`src/rtl/lusp_pkg.sv`:
```
// lusp_pkg: shared types and constants for the scaled-pivot lu block
// no dependencies
package lusp_pkg;

  localparam int unsigned DataW = 32;
  localparam int unsigned SizeW = 4;

  typedef enum logic [12:0] {
    StLoad   = 13'b0000000000001,
    StPvRd   = 13'b0000000000010,
    StPvChk  = 13'b0000000000100,
    StSwRd   = 13'b0000000001000,
    StSwWr   = 13'b0000000010000,
    StPivRd  = 13'b0000000100000,
    StDivGo  = 13'b0000001000000,
    StDivRun = 13'b0000010000000,
    StUpdRd  = 13'b0000100000000,
    StUpdMul = 13'b0001000000000,
    StUpdWr  = 13'b0010000000000,
    StOutRd  = 13'b0100000000000,
    StOutWt  = 13'b1000000000000
  } state_e;

  typedef struct packed {
    logic start;
    logic signed [DataW-1:0] num;
    logic signed [DataW-1:0] den;
  } div_req_t;

endpackage

```
`src/rtl/lusp_div.sv`:
```
// lusp_div: restoring divider, one quotient bit per cycle
// depends on lusp_pkg
module lusp_div
  import lusp_pkg::*;
#(
  parameter int unsigned FracBits = 16
) (
  input  logic                    clk_i,
  input  logic                    rst_ni,
  input  div_req_t                req_i,
  output logic                    done_o,
  output logic signed [DataW-1:0] quo_o
);
  localparam int unsigned NumW = DataW + FracBits;
  localparam int unsigned CntW = $clog2(NumW + 1);

  logic [NumW-1:0] dvd_q, dvd_d, quo_q, quo_d;
  logic [DataW:0]  dsr_q, dsr_d;
  logic [NumW:0]   rem_q, rem_d, trial;
  logic [CntW-1:0] cnt_q, cnt_d;
  logic            neg_q, neg_d, busy_q, busy_d, done_q, done_d;
  logic [DataW:0]  an, bn;

  always_comb begin
    an = req_i.num[DataW-1] ? (DataW+1)'(-{req_i.num[DataW-1], req_i.num})
                            : {1'b0, req_i.num};
    bn = req_i.den[DataW-1] ? (DataW+1)'(-{req_i.den[DataW-1], req_i.den})
                            : {1'b0, req_i.den};
    dvd_d = dvd_q; dsr_d = dsr_q; rem_d = rem_q; quo_d = quo_q;
    cnt_d = cnt_q; neg_d = neg_q; busy_d = busy_q; done_d = 1'b0;
    trial = {rem_q[NumW-1:0], dvd_q[NumW-1]};
    if (req_i.start) begin
      dvd_d = {an[NumW-FracBits-1:0], {FracBits{1'b0}}};
      dsr_d = bn; rem_d = '0; quo_d = '0;
      cnt_d = CntW'(NumW); neg_d = req_i.num[DataW-1] ^ req_i.den[DataW-1];
      busy_d = 1'b1;
    end else if (busy_q) begin
      dvd_d = dvd_q << 1;
      if (trial >= (NumW+1)'(dsr_q)) begin
        rem_d = trial - (NumW+1)'(dsr_q); quo_d = {quo_q[NumW-2:0], 1'b1};
      end else begin
        rem_d = trial; quo_d = {quo_q[NumW-2:0], 1'b0};
      end
      cnt_d = cnt_q - 1'b1;
      if (cnt_q == CntW'(1)) begin
        busy_d = 1'b0; done_d = 1'b1;
      end
    end
  end

  always_ff @(posedge clk_i or negedge rst_ni) begin
    if (!rst_ni) begin
      busy_q <= 1'b0; done_q <= 1'b0;
    end else begin
      busy_q <= busy_d; done_q <= done_d;
    end
  end

  always_ff @(posedge clk_i) begin
    dvd_q <= dvd_d; dsr_q <= dsr_d; rem_q <= rem_d; quo_q <= quo_d;
    cnt_q <= cnt_d; neg_q <= neg_d;
  end

  logic [NumW:0] sq;
  always_comb begin
    sq = neg_q ? (NumW+1)'(-{1'b0, quo_q}) : {1'b0, quo_q};
    if (!neg_q && quo_q > NumW'(32'h7fffffff)) quo_o = 32'sh7fffffff;
    else if (neg_q && quo_q > NumW'(33'h80000000)) quo_o = 32'sh80000000;
    else quo_o = sq[DataW-1:0];
  end
  assign done_o = done_q;
endmodule

```
`config.mk`:
```
export PLATFORM = sky130hd
export DESIGN_NAME = lusp_div
export DESIGN_NICKNAME = d
export VERILOG_FILES = /design/src/rtl/lusp_pkg.sv /design/src/rtl/lusp_div.sv
export SDC_FILE = /design/constraint.sdc
export NUM_CORES = 1
export LEC_CHECK = 0
export BUFFER_PORTS_ARGS = -buffer_cell sky130_fd_sc_hd__buf_2
export CAP_MARGIN = 40
export CORE_MARGIN = 2
export CORE_UTILIZATION = 51
export CTS_BUF_LIST = sky130_fd_sc_hd__clkbuf_16
export DETAILED_ROUTE_END_ITERATION = 8
export PLACE_DENSITY = 0.76
export REMOVE_ABC_BUFFERS = 1
export SYNTH_ARGS = -nofsm -noshare
export SYNTH_HDL_FRONTEND = slang
export SYNTH_SLANG_ARGS = --single-unit
```
`constraint.sdc`:
```
create_clock -name clk_i -period 4.3 [get_ports clk_i]
set_clock_uncertainty 0.2 [all_clocks]
set_input_delay 0.86 -clock clk_i [delete_from_list [all_inputs] [get_ports clk_i]]
set_output_delay 0.86 -clock clk_i [all_outputs]
set_load 0.1 [all_outputs]
```
==> impl_metrics.tcl, run 1 <==
set metrics [dict create \
    ys_seq_elements 170 \
    synth.most_common_cell "nor2_1" \
    synth_area_sq_mm 0.0111 \
    cts_root_buf "clkbuf_16" \
    hold_path.class "reg -> reg" \
    drt-initial-drc-count 811 \
    yosys.area.top_type_share 0.184 \
    firstDrtPassIters 7 \
    synth_largest_area_cell "dfxtp_1" \
    ys.flop_type "dfxtp_1" \
    finalHoldViolations 0 \
    relSlewSlack 0.431 \
    power.leakage_nw 5.86 \
    rsz0062_at_grt "true" \
    finalSetupViolCount 29 \
    initial_core_util 0.524 \
    worst_r2r_path_depth 11 \
    min_from "cnt_q[5]$_SDFFE_PP1P_" \
    core-area_sq_mm 0.0212 \
    cap_violations 0 \
    fmax_mhz 215 \
    drc 0 \
    htreeDepth 4 \
    cp_common_cell "buf_6" \
    num_vias 10200 \
    fin_crit_ns 4.66 \
    post-route-period-util 1.08 \
    async_flop_share 0.0118 \
    dieArea_sq_mm 0.0229 \
    dp_hpwl_microns 18700 \
    rr_endpoint "rem_q[16]$_SDFFE_PP0P_" \
    die_h_microns 151 \
    reg2reg_from "dsr_q[14]$_DFFE_PP_" \
    viasPerCell 6.02 \
    yosys_warnings 0 \
    fin_nets 1505 \
    critPathRequiredTime_ns 3.24 \
    cts_tree "built" \
    synth.area.top_cells "dfxtp_1 (18%), edfxtp_1 (18%), nor2_1 (6.6%)" \
    yosys-top-cells-count "nor2_1 (194), a21oi_1 (109), dfxtp_1 (102)" \
    syn_inst 1305 \
    crit_chain "inv_4, ha_4, or3b_4, nand4b_4, nor4b_4, nand4b_1, o41ai_2, nand2b_1, buf_6, buf_6, o21ai_1, nand2_1, o311ai_4, clkbuf_16" \
    drv_slew 0 \
    start_kind "flop" \
    clkTransAtPathRegs_ns 0.08 \
    critPathKind "reg -> out" \
    antenna_found_initial 0 \
    powerDensity_mw_per_mm2 566 \
    grt_pass1_vias 9453 \
    insertion_delay_ns 0.44 \
    ys_seq_area_frac 0.367 \
    rrSetupSlack_ns 0.46 \
    ys_types 81 \
    grt.overflow.total 0 \
    fp-row-count 53 \
    pin_count 100 \
    drive_above_1_share 0.199 \
    setup_slack_ns -0.362 \
    cts_num_sinks 170 \
    place_congestion 0.894 \
    port_buffers 99 \
    worstPathArrival_ns 3.60 \
    tightest_slew_ns 0.845 \
    finalInstanceArea_sq_mm 0.0136 \
    drt-total-wl_microns 29400 \
    placed_area_sq_mm 0.0123 \
    crit_path_max_incr_delay_ns 0.38 \
    area_growth_syn_to_layout_pct 22.9 \
    ir_drop_mv 0.370 \
    holdPathStages 1 \
    violations "negative setup slack" \
    crit_family "simple AND/OR/NAND/NOR gates" \
    whs_endpoint "done_o$_DFF_PN0_" \
    grt_start_max_net_pins 74 \
    routedWlPerCell_microns 17.4 \
    fin_hold_ws_ns 0.268 \
    grt_pass1_wl_microns 46300 \
    dieWidth_microns 151 \
    crit_path_top_delay_cell "or3b_4" \
    synth_edf_count 66 \
    ant_nets 0 \
    status "finished, violations left" \
    grt_use_total 0.250 \
    avgSynthCellArea_sq_um 8.50 \
    worst_setup_path_end_kind "primary output" \
    cts_buffers 17 \
    critPathMaxFanout 6 \
    crit_buf_inv 4 \
    clock_path_buffers 2 \
]
per-layer routing:
| layer | part of all wire | GRT usage | vias to the layer above |
|---|---|---|---|
| met3 | 0.051 | 0.0461 | 78 |
| met4 | 0.029 | 0.0832 | 0 |
| met2 | 0.49 | 0.418 | 316 |
| li1 | - | - | 4907 |
| met5 | 0 | 0 | - |
| met1 | 0.42 | 0.326 | 4868 |
placed cells by master, fill, tap and decap left out, types with 12 or more instances in the layout:
cell       synthesis  layout
a31oi_1           12      12
dfxtp_1          102      97
nand3_1           16      16
o31ai_1           17      16
nor3_1            28      27
buf_2             11      66
mux2i_1           55      55
nor4_1            16      16
a21oi_1          109     100
xor2_1            42      42
nor2_1           194     192
o311ai_4           0      12
nand2_1           93      86
a211oi_1          44      44
buf_12             0      27
inv_1             63      63
buf_4              5      39
o21ai_0           62      49
clkbuf_16          0      25
edfxtp_1          66      66
xnor2_1           61      61
ha_1              38      37
or3_1             18      16
final cells by class:
type	count	area, sq um
Antenna cell	2	5.00
Clock buffer	18	450
Clock inverter	14	131
Fill cell	1642	7530
Inverter	64	245
Multi-Input combinational cell	996	6890
Sequential cell	170	4090
Tap cell	275	344
Timing Repair Buffer	150	1470
repair_timing:
| action | 4_1_cts | 5_1_grt |
|---|---|---|
| hold buffers | 1 | 0 |
| endpoints found under the setup margin | 29 | 32 |
| cloned | 0 | 1 |
| endpoints found under the hold margin | 2 | 0 |
| setup buffers | 18 | 11 |
| pin swaps | 20 | 22 |
| resized for setup | 49 | 73 |
cell families after synthesis:
kind of cell / after synthesis / share of synthesized area
AND/OR/NAND/NOR: 460 / 0.206
AO/OA/AOI/OAI: 337 / 0.198
flip-flops: 170 / 0.367
buffers and inverters: 140 / 0.0525
XOR/XNOR: 103 / 0.0813
multiplexers: 55 / 0.0496
adder cells (fa/ha/maj): 39 / 0.0447
other: 1 / 0.000338
flip-flops by register name, indices dropped and copies added (netlist names):
register	cells
neg_q	1
rem_q	48
dsr_q	33
dvd_q	32
quo_q	48
cnt_q	6
done_o	1
busy_q	1
metrics by stage:
stage / total power [W] / cells / setup WS (ns) / util / setup TNS, ns
floorplan: 0.00486 / 1229 / -1.79 / - / -58.90
global placement: 0.00580 / 1624 / 0.233 / 0.579 / 0
detailed placement: 0.00587 / 1625 / 0.129 / 0.580 / 0
CTS: 0.00757 / 1676 / -0.159 / 0.627 / -2.16
global route: 0.00818 / 1687 / -0.455 / 0.644 / -9.53
finish: 0.00771 / 1689 / -0.362 / 0.644 / -6.64
where the power goes:
part	switching (W)	internal, W
combinational	0.00233	0.00164
clock	0.000704	0.000847
sequential	0.000224	0.00197
worst max path at each step:
stage	start	to	slack, ns	depth (start not counted)
6_report	quo_q[1]$_SDFFE_PP0P_	quo_o[27]	-0.36	14
5_1_grt	quo_q[1]$_SDFFE_PP0P_	quo_o[27]	-0.46	14
4_1_cts	quo_q[1]$_SDFFE_PP0P_	quo_o[22]	-0.16	13
3_5_place_dp	quo_q[1]$_SDFFE_PP0P_	quo_o[22]	0.13	13
3_3_place_gp	quo_q[0]$_SDFFE_PP0P_	quo_o[23]	0.23	13
2_1_floorplan	quo_q[0]$_SDFFE_PP0P_	quo_o[17]	-1.79	11
worst register-to-register path, cell delays in order, from the launching register on:
cell and delay (ns):
edfxtp_1 0.34, inv_1 0.07, ha_1 0.43, nand4_2 0.19
or4_4 0.62, nor4_1 0.46, a211oi_1 0.18, nand2_1 0.20
or2_1 0.34, buf_4 0.30, mux2i_1 0.27, a211oi_1 0.11
(Power assumes the default switching activity.)
==> run 2, diff against run 1 <==
--- a/config.mk
+++ b/config.mk
@@ -5,14 +5,16 @@
 export SDC_FILE = /design/constraint.sdc
 export NUM_CORES = 1
 export LEC_CHECK = 0
+export ABC_AREA = 1
 export BUFFER_PORTS_ARGS = -buffer_cell sky130_fd_sc_hd__buf_2
 export CAP_MARGIN = 40
-export CORE_MARGIN = 2
+export CORE_MARGIN = 5
 export CORE_UTILIZATION = 51
 export CTS_BUF_LIST = sky130_fd_sc_hd__clkbuf_16
 export DETAILED_ROUTE_END_ITERATION = 8
 export PLACE_DENSITY = 0.76
 export REMOVE_ABC_BUFFERS = 1
+export SKIP_LAST_GASP = 1
 export SYNTH_ARGS = -nofsm -noshare
 export SYNTH_HDL_FRONTEND = slang
 export SYNTH_SLANG_ARGS = --single-unit
==> impl_metrics.tcl, run 2 <==
set metrics [dict create \
    fin_nets 2158 \
    insertion_delay_ns 0.45 \
    start_kind "flop" \
    htreeDepth 4 \
    clkTransAtPathRegs_ns 0.09 \
    synth.area.top_cells "nand2_1 (18%), dfxtp_1 (16%), edfxtp_1 (16%)" \
    fin_crit_ns 4.01 \
    yosys-top-cells-count "nand2_1 (623), inv_1 (327), nor2_1 (191)" \
    initial_core_util 0.518 \
    drt-total-wl_microns 35000 \
    finalSetupViolCount 0 \
    hold_path.class "reg -> reg" \
    firstDrtPassIters 5 \
    fin_util 0.575 \
    drt-initial-drc-count 832 \
    synth_edf_count 66 \
    ys_seq_area_frac 0.322 \
    cts_tree "built" \
    rsz0062_at_grt "false" \
    grt_start_max_net_pins 74 \
    area_growth_syn_to_layout_pct 10.9 \
    worst_r2r_path_depth 15 \
    synth_area_sq_mm 0.0126 \
    final_cell_mix "nand2_1 (623), inv_1 (327), nor2_1 (190), nand3_1 (144), dfxtp_1 (102)" \
    post_cts_buffers 0 \
    num_vias 12500 \
    grt.overflow.total 0 \
    port_buffers 99 \
    rr_endpoint "rem_q[7]$_SDFFE_PP0P_" \
    whs_endpoint "quo_q[47]$_SDFFE_PP0P_" \
    top_regs "quo_q: 48 flops, rem_q: 48 flops, dsr_q: 33 flops" \
    worst_setup_path_end_kind "primary output" \
    avgSynthCellArea_sq_um 6.40 \
    ys.flop_type "dfxtp_1" \
    rrSetupSlack_ns 1.21 \
    drv_slew 0 \
    worstPathArrival_ns 2.95 \
    core-area_sq_mm 0.0244 \
    layout_commonest_cell "nand2_1" \
    min_from "quo_q[47]$_SDFFE_PP0P_" \
    finalHoldViolations 0 \
    die_h_microns 167 \
    grt_use_total 0.244 \
    pin_count 100 \
    fmax_mhz 249 \
    dp_hpwl_microns 26500 \
    routedWlPerCell_microns 14.6 \
    ant_nets 0 \
    fp-row-count 57 \
    critPathMaxFanout 21 \
    ys_seq_elements 170 \
    viasPerCell 5.25 \
    synth_largest_area_cell "nand2_1" \
    reg2reg_from "dsr_q[6]$_DFFE_PP_" \
    cts_num_sinks 170 \
    yosys.area.top_type_share 0.185 \
    relSlewSlack 0.501 \
    drc 0 \
    antenna_found_initial 7 \
    grt_pass1_wl_microns 56900 \
    critPathKind "reg -> out" \
    synth.most_common_cell "nand2_1" \
    cts_root_buf "clkbuf_16" \
    critPathRequiredTime_ns 3.24 \
    power.leakage_nw 7.33 \
    async_flop_share 0.0118 \
    status "completed" \
    place_congestion 1.04 \
    powerDensity_mw_per_mm2 579 \
    dieArea_sq_mm 0.0280 \
    ir_drop_mv 0.447 \
    post-route-period-util 0.934 \
    ys_types 47 \
    dieWidth_microns 167 \
    tightest_slew_ns 0.748 \
    syn_inst 1977 \
    yosys_warnings 0 \
    grt_pass1_vias 11800 \
    holdPathStages 2 \
    fin_hold_ws_ns 0.276 \
    cap_violations 0 \
    clock_path_buffers 2 \
    cts_buffers 17 \
    drive_above_1_share 0.0973 \
]
## run 2: cell families after synthesis
group,count (synthesis),share of synthesized area
AOI/OAI and AO/OA,192,0.0880
xor gates and xnor gates,95,0.0658
adders and majority gates,39,0.0392
buffers and inverters,395,0.121
DFF,170,0.322
other,1,0.000297
and+or+nand+nor,1085,0.363
## run 2: worst max-delay path by stage
stage	startpoint	end	depth (start not counted)
final	quo_q[0]$_SDFFE_PP0P_	quo_o[22]	14
after global routing	quo_q[0]$_SDFFE_PP0P_	quo_o[20]	14
after CTS	quo_q[0]$_SDFFE_PP0P_	quo_o[22]	14
after detailed placement	quo_q[0]$_SDFFE_PP0P_	quo_o[20]	14
after global placement	quo_q[0]$_SDFFE_PP0P_	quo_o[20]	14
after floorplan	quo_q[0]$_SDFFE_PP0P_	quo_o[31]	11
## run 2: metal layers
metal	vias to the layer above	wire [microns]	global-route usage
met1	5688	15500	0.318
met4	12	952	0.0812
met5	-	61	0
met3	79	2100	0.0422
met2	364	16400	0.411
li1	6397	-	-
## run 2: critical path: stages (launching register included)
cell and delay (ns):
dfxtp_1 0.34, inv_1 0.13, ha_1 0.20, inv_2 0.07
nor3_2 0.22, inv_1 0.07, nor2_1 0.22, nand2_1 0.08
inv_1 0.06, nand4_1 0.10, nand3_2 0.25, buf_12 0.19
o211ai_1 0.09, nand2_1 0.06, buf_2 0.43
## run 2: stage by stage
step | cell area [sq um] | setup TNS (ns) | total power [W] | setup slack [ns] | std cells
3_3_place_gp | 13400 | 0 | 0.00648 | 0.726 | 2356
3_5_place_dp | 13400 | 0 | 0.00653 | 0.632 | 2356
5_1_grt | 14000 | 0 | 0.00874 | 0.0374 | 2390
2_1_floorplan | 12400 | -0.700 | 0.00548 | -0.700 | 1917
6_report | 14000 | 0 | 0.00812 | 0.286 | 2390
4_1_cts | 14000 | 0 | 0.00810 | 0.129 | 2389
## run 2: report_power, final
part           switching (W)  leakage (nW)  internal (W)
combinational        0.00306          5.50       0.00132
clock               0.000782         0.290      0.000777
sequential          0.000211          1.54       0.00197
total                0.00406          7.33       0.00406
## run 2: layout make-up
type                    instances  area [sq um]
multi-input cells            1412          7040
clock inverters                15           156
fillers                      2424         10400
repair buffers                116           651
diodes                          1          2.50
clock buffers                  17           425
well taps                     324           405
flip-flops and latches        170          4080
inverters                     335          1260
## run 2: repair_timing
item	4_1_cts	5_1_grt
gates resized for setup	0	1
hold endpoints to repair	2	0
hold buffers	1	0
setup endpoints to repair	0	21
==> run 3, diff against run 2 <==
--- a/config.mk
+++ b/config.mk
@@ -10,7 +10,7 @@
 export CAP_MARGIN = 40
 export CORE_MARGIN = 5
 export CORE_UTILIZATION = 51
-export CTS_BUF_LIST = sky130_fd_sc_hd__clkbuf_16
+export CTS_BUF_LIST = sky130_fd_sc_hd__clkbuf_4
 export DETAILED_ROUTE_END_ITERATION = 8
 export PLACE_DENSITY = 0.76
 export REMOVE_ABC_BUFFERS = 1
@@ -18,3 +18,4 @@
 export SYNTH_ARGS = -nofsm -noshare
 export SYNTH_HDL_FRONTEND = slang
 export SYNTH_SLANG_ARGS = --single-unit
+export TNS_END_PERCENT = 20
==> impl_metrics.tcl, run 3 (synthesis gave the netlist of run 2 again) <==
set metrics [dict create \
    dieArea_sq_mm 0.0280 \
    critPathRequiredTime_ns 3.24 \
    placed_area_sq_mm 0.0134 \
    finalSetupViolCount 0 \
    critPathMaxFanout 5 \
    grt.overflow.total 0 \
    grt_pass1_vias 11700 \
    cts_tree "built" \
    worstPathArrival_ns 2.99 \
    firstDrtPassIters 5 \
    placed_cells 2356 \
    dieWidth_microns 167 \
    pin_count 100 \
    num_vias 12400 \
    place_congestion 1.04 \
    drc 0 \
    routedWlPerCell_microns 14.5 \
    area_growth_syn_to_layout_pct 9.12 \
    grt_start_max_net_pins 74 \
    viasPerCell 5.19 \
    initial_core_util 0.518 \
    cts_buffers 17 \
    crit_path_top_delay_cell "dfxtp_1" \
    drv_slew 0 \
    final_cell_mix "nand2_1 (623), inv_1 (326), nor2_1 (190), nand3_1 (144), dfxtp_1 (102)" \
    port_buffers 99 \
    crit_path_max_incr_delay_ns 0.38 \
    grt_pass1_wl_microns 56500 \
    cap_violations 0 \
    die_h_microns 167 \
    post_cts_buffers 0 \
    core-area_sq_mm 0.0244 \
    fmax_mhz 247 \
    crit_chain "inv_1, nand3_1, nor3_2, nand3_1, nor2_1, nand2_1, o21ai_1, xor2_1, nand2_1, nand2_1, clkbuf_4" \
    cp_common_cell "nand2_1" \
    ir_drop_mv 0.437 \
    finalInstanceArea_sq_mm 0.0138 \
    cts_root_buf "clkbuf_4" \
    layout_commonest_cell "nand2_1" \
    post-route-period-util 0.941 \
    nFillCells 2471 \
    start_kind "flop" \
    critPathKind "reg -> out" \
    status "completed" \
    power.leakage_nw 7.21 \
    fp-row-count 57 \
    rsz0062_at_grt "true" \
    dp_hpwl_microns 26500 \
    ant_nets 0 \
    drt-initial-drc-count 831 \
    fin_cells 2391 \
    antenna_found_initial 8 \
    top_regs "quo_q: 48 flops, rem_q: 48 flops, dsr_q: 33 flops" \
    drive_above_1_share 0.0978 \
    fin_setup_tns_ns 0 \
    clock_path_buffers 2 \
    fin_crit_ns 4.05 \
    cts_num_sinks 170 \
    worst_setup_path_end_kind "primary output" \
    fin_nets 2158 \
    powerDensity_mw_per_mm2 547 \
    tightest_slew_ns 0.715 \
    hold_path.class "in -> reg" \
    finalHoldViolations 0 \
    htreeDepth 4 \
    clkTransAtPathRegs_ns 0.21 \
    grt_use_total 0.242 \
    relSlewSlack 0.524 \
    drt-total-wl_microns 34700 \
    insertion_delay_ns 0.61 \
]
## run 3: changes by cell type in the layout (fill, tap and decap cells not counted)
cell	change
nand3_2	-1
buf_4	+1
buf_6	+4
inv_1	-1
clkbuf_16	-17
diode_2	+1
clkbuf_4	+33
nand3_4	+1
buf_2	-20
## run 3: path summary, 6_finish.rpt
check / cells past startpoint / to / from / slack (ns)
max: 11 / quo_o[27] / quo_q[2]$_SDFFE_PP0P_ / 0.25
min: 1 / dsr_q[0]$_DFFE_PP_ / req_i[0] / 0.29
max reg2reg: 15 / rem_q[7]$_SDFFE_PP0P_ / dsr_q[15]$_DFFE_PP_ / 1.17
min reg2reg: 2 / quo_q[35]$_SDFFE_PP0P_ / quo_q[34]$_SDFFE_PP0P_ / 0.29
max in group asynchronous: 2 / busy_q$_DFF_PN0_ / rst_ni / 3.43
min in group asynchronous: 2 / busy_q$_DFF_PN0_ / rst_ni / 0.37
## run 3: layer usage
metal,global-route usage,wire [microns],vias up
met4,0.0819,977,12
met3,0.0403,1800,67
met2,0.406,16200,306
li1,-,-,6398
met5,0,55,-
met1,0.318,15600,5626
## run 3: report_power, final
group          internal, W  switching (W)  total (W)
registers          0.00196       0.000208    0.00217
logic              0.00135        0.00306    0.00441
clock network     0.000274       0.000699   0.000973
total              0.00359        0.00397    0.00755
## run 3: final cells by class
class	instances	area, sq um	share of cell area
tap	324	405	0.0294
antenna	2	5.00	0.000363
inverter	335	1260	0.0911
timing repair buffer	116	716	0.0519
clock inverter	14	153	0.0111
multi-input combinational	1412	7050	0.511
clock buffer	18	135	0.00979
sequential	170	4080	0.295
## run 3: what timing repair did
item,in CTS,in global routing
hold endpoints to repair,2,0
endpoints found under the setup margin,21,23
hold buffers,1,0
resized for setup,1,30
## run 3: through the flow
step | utilization | worst slack, ns | hold slack [ns] | total power, W
2_1_floorplan | - | -0.700 | 0.229 | 0.00548
3_3_place_gp | 0.550 | 0.726 | 0.246 | 0.00648
3_5_place_dp | 0.550 | 0.632 | 0.260 | 0.00653
4_1_cts | 0.562 | 0.0650 | 0.244 | 0.00752
5_1_grt | 0.566 | -0.0349 | 0.246 | 0.00820
6_report | 0.566 | 0.253 | 0.285 | 0.00755
## run 3: critical path: cells and delay by family (launching register included)
kind,cells,cell delay (ns)
simple gates,7,1.16
buf+inv,2,0.48
flops,1,0.38
xor+xnor,1,0.20
compound gates,1,0.16
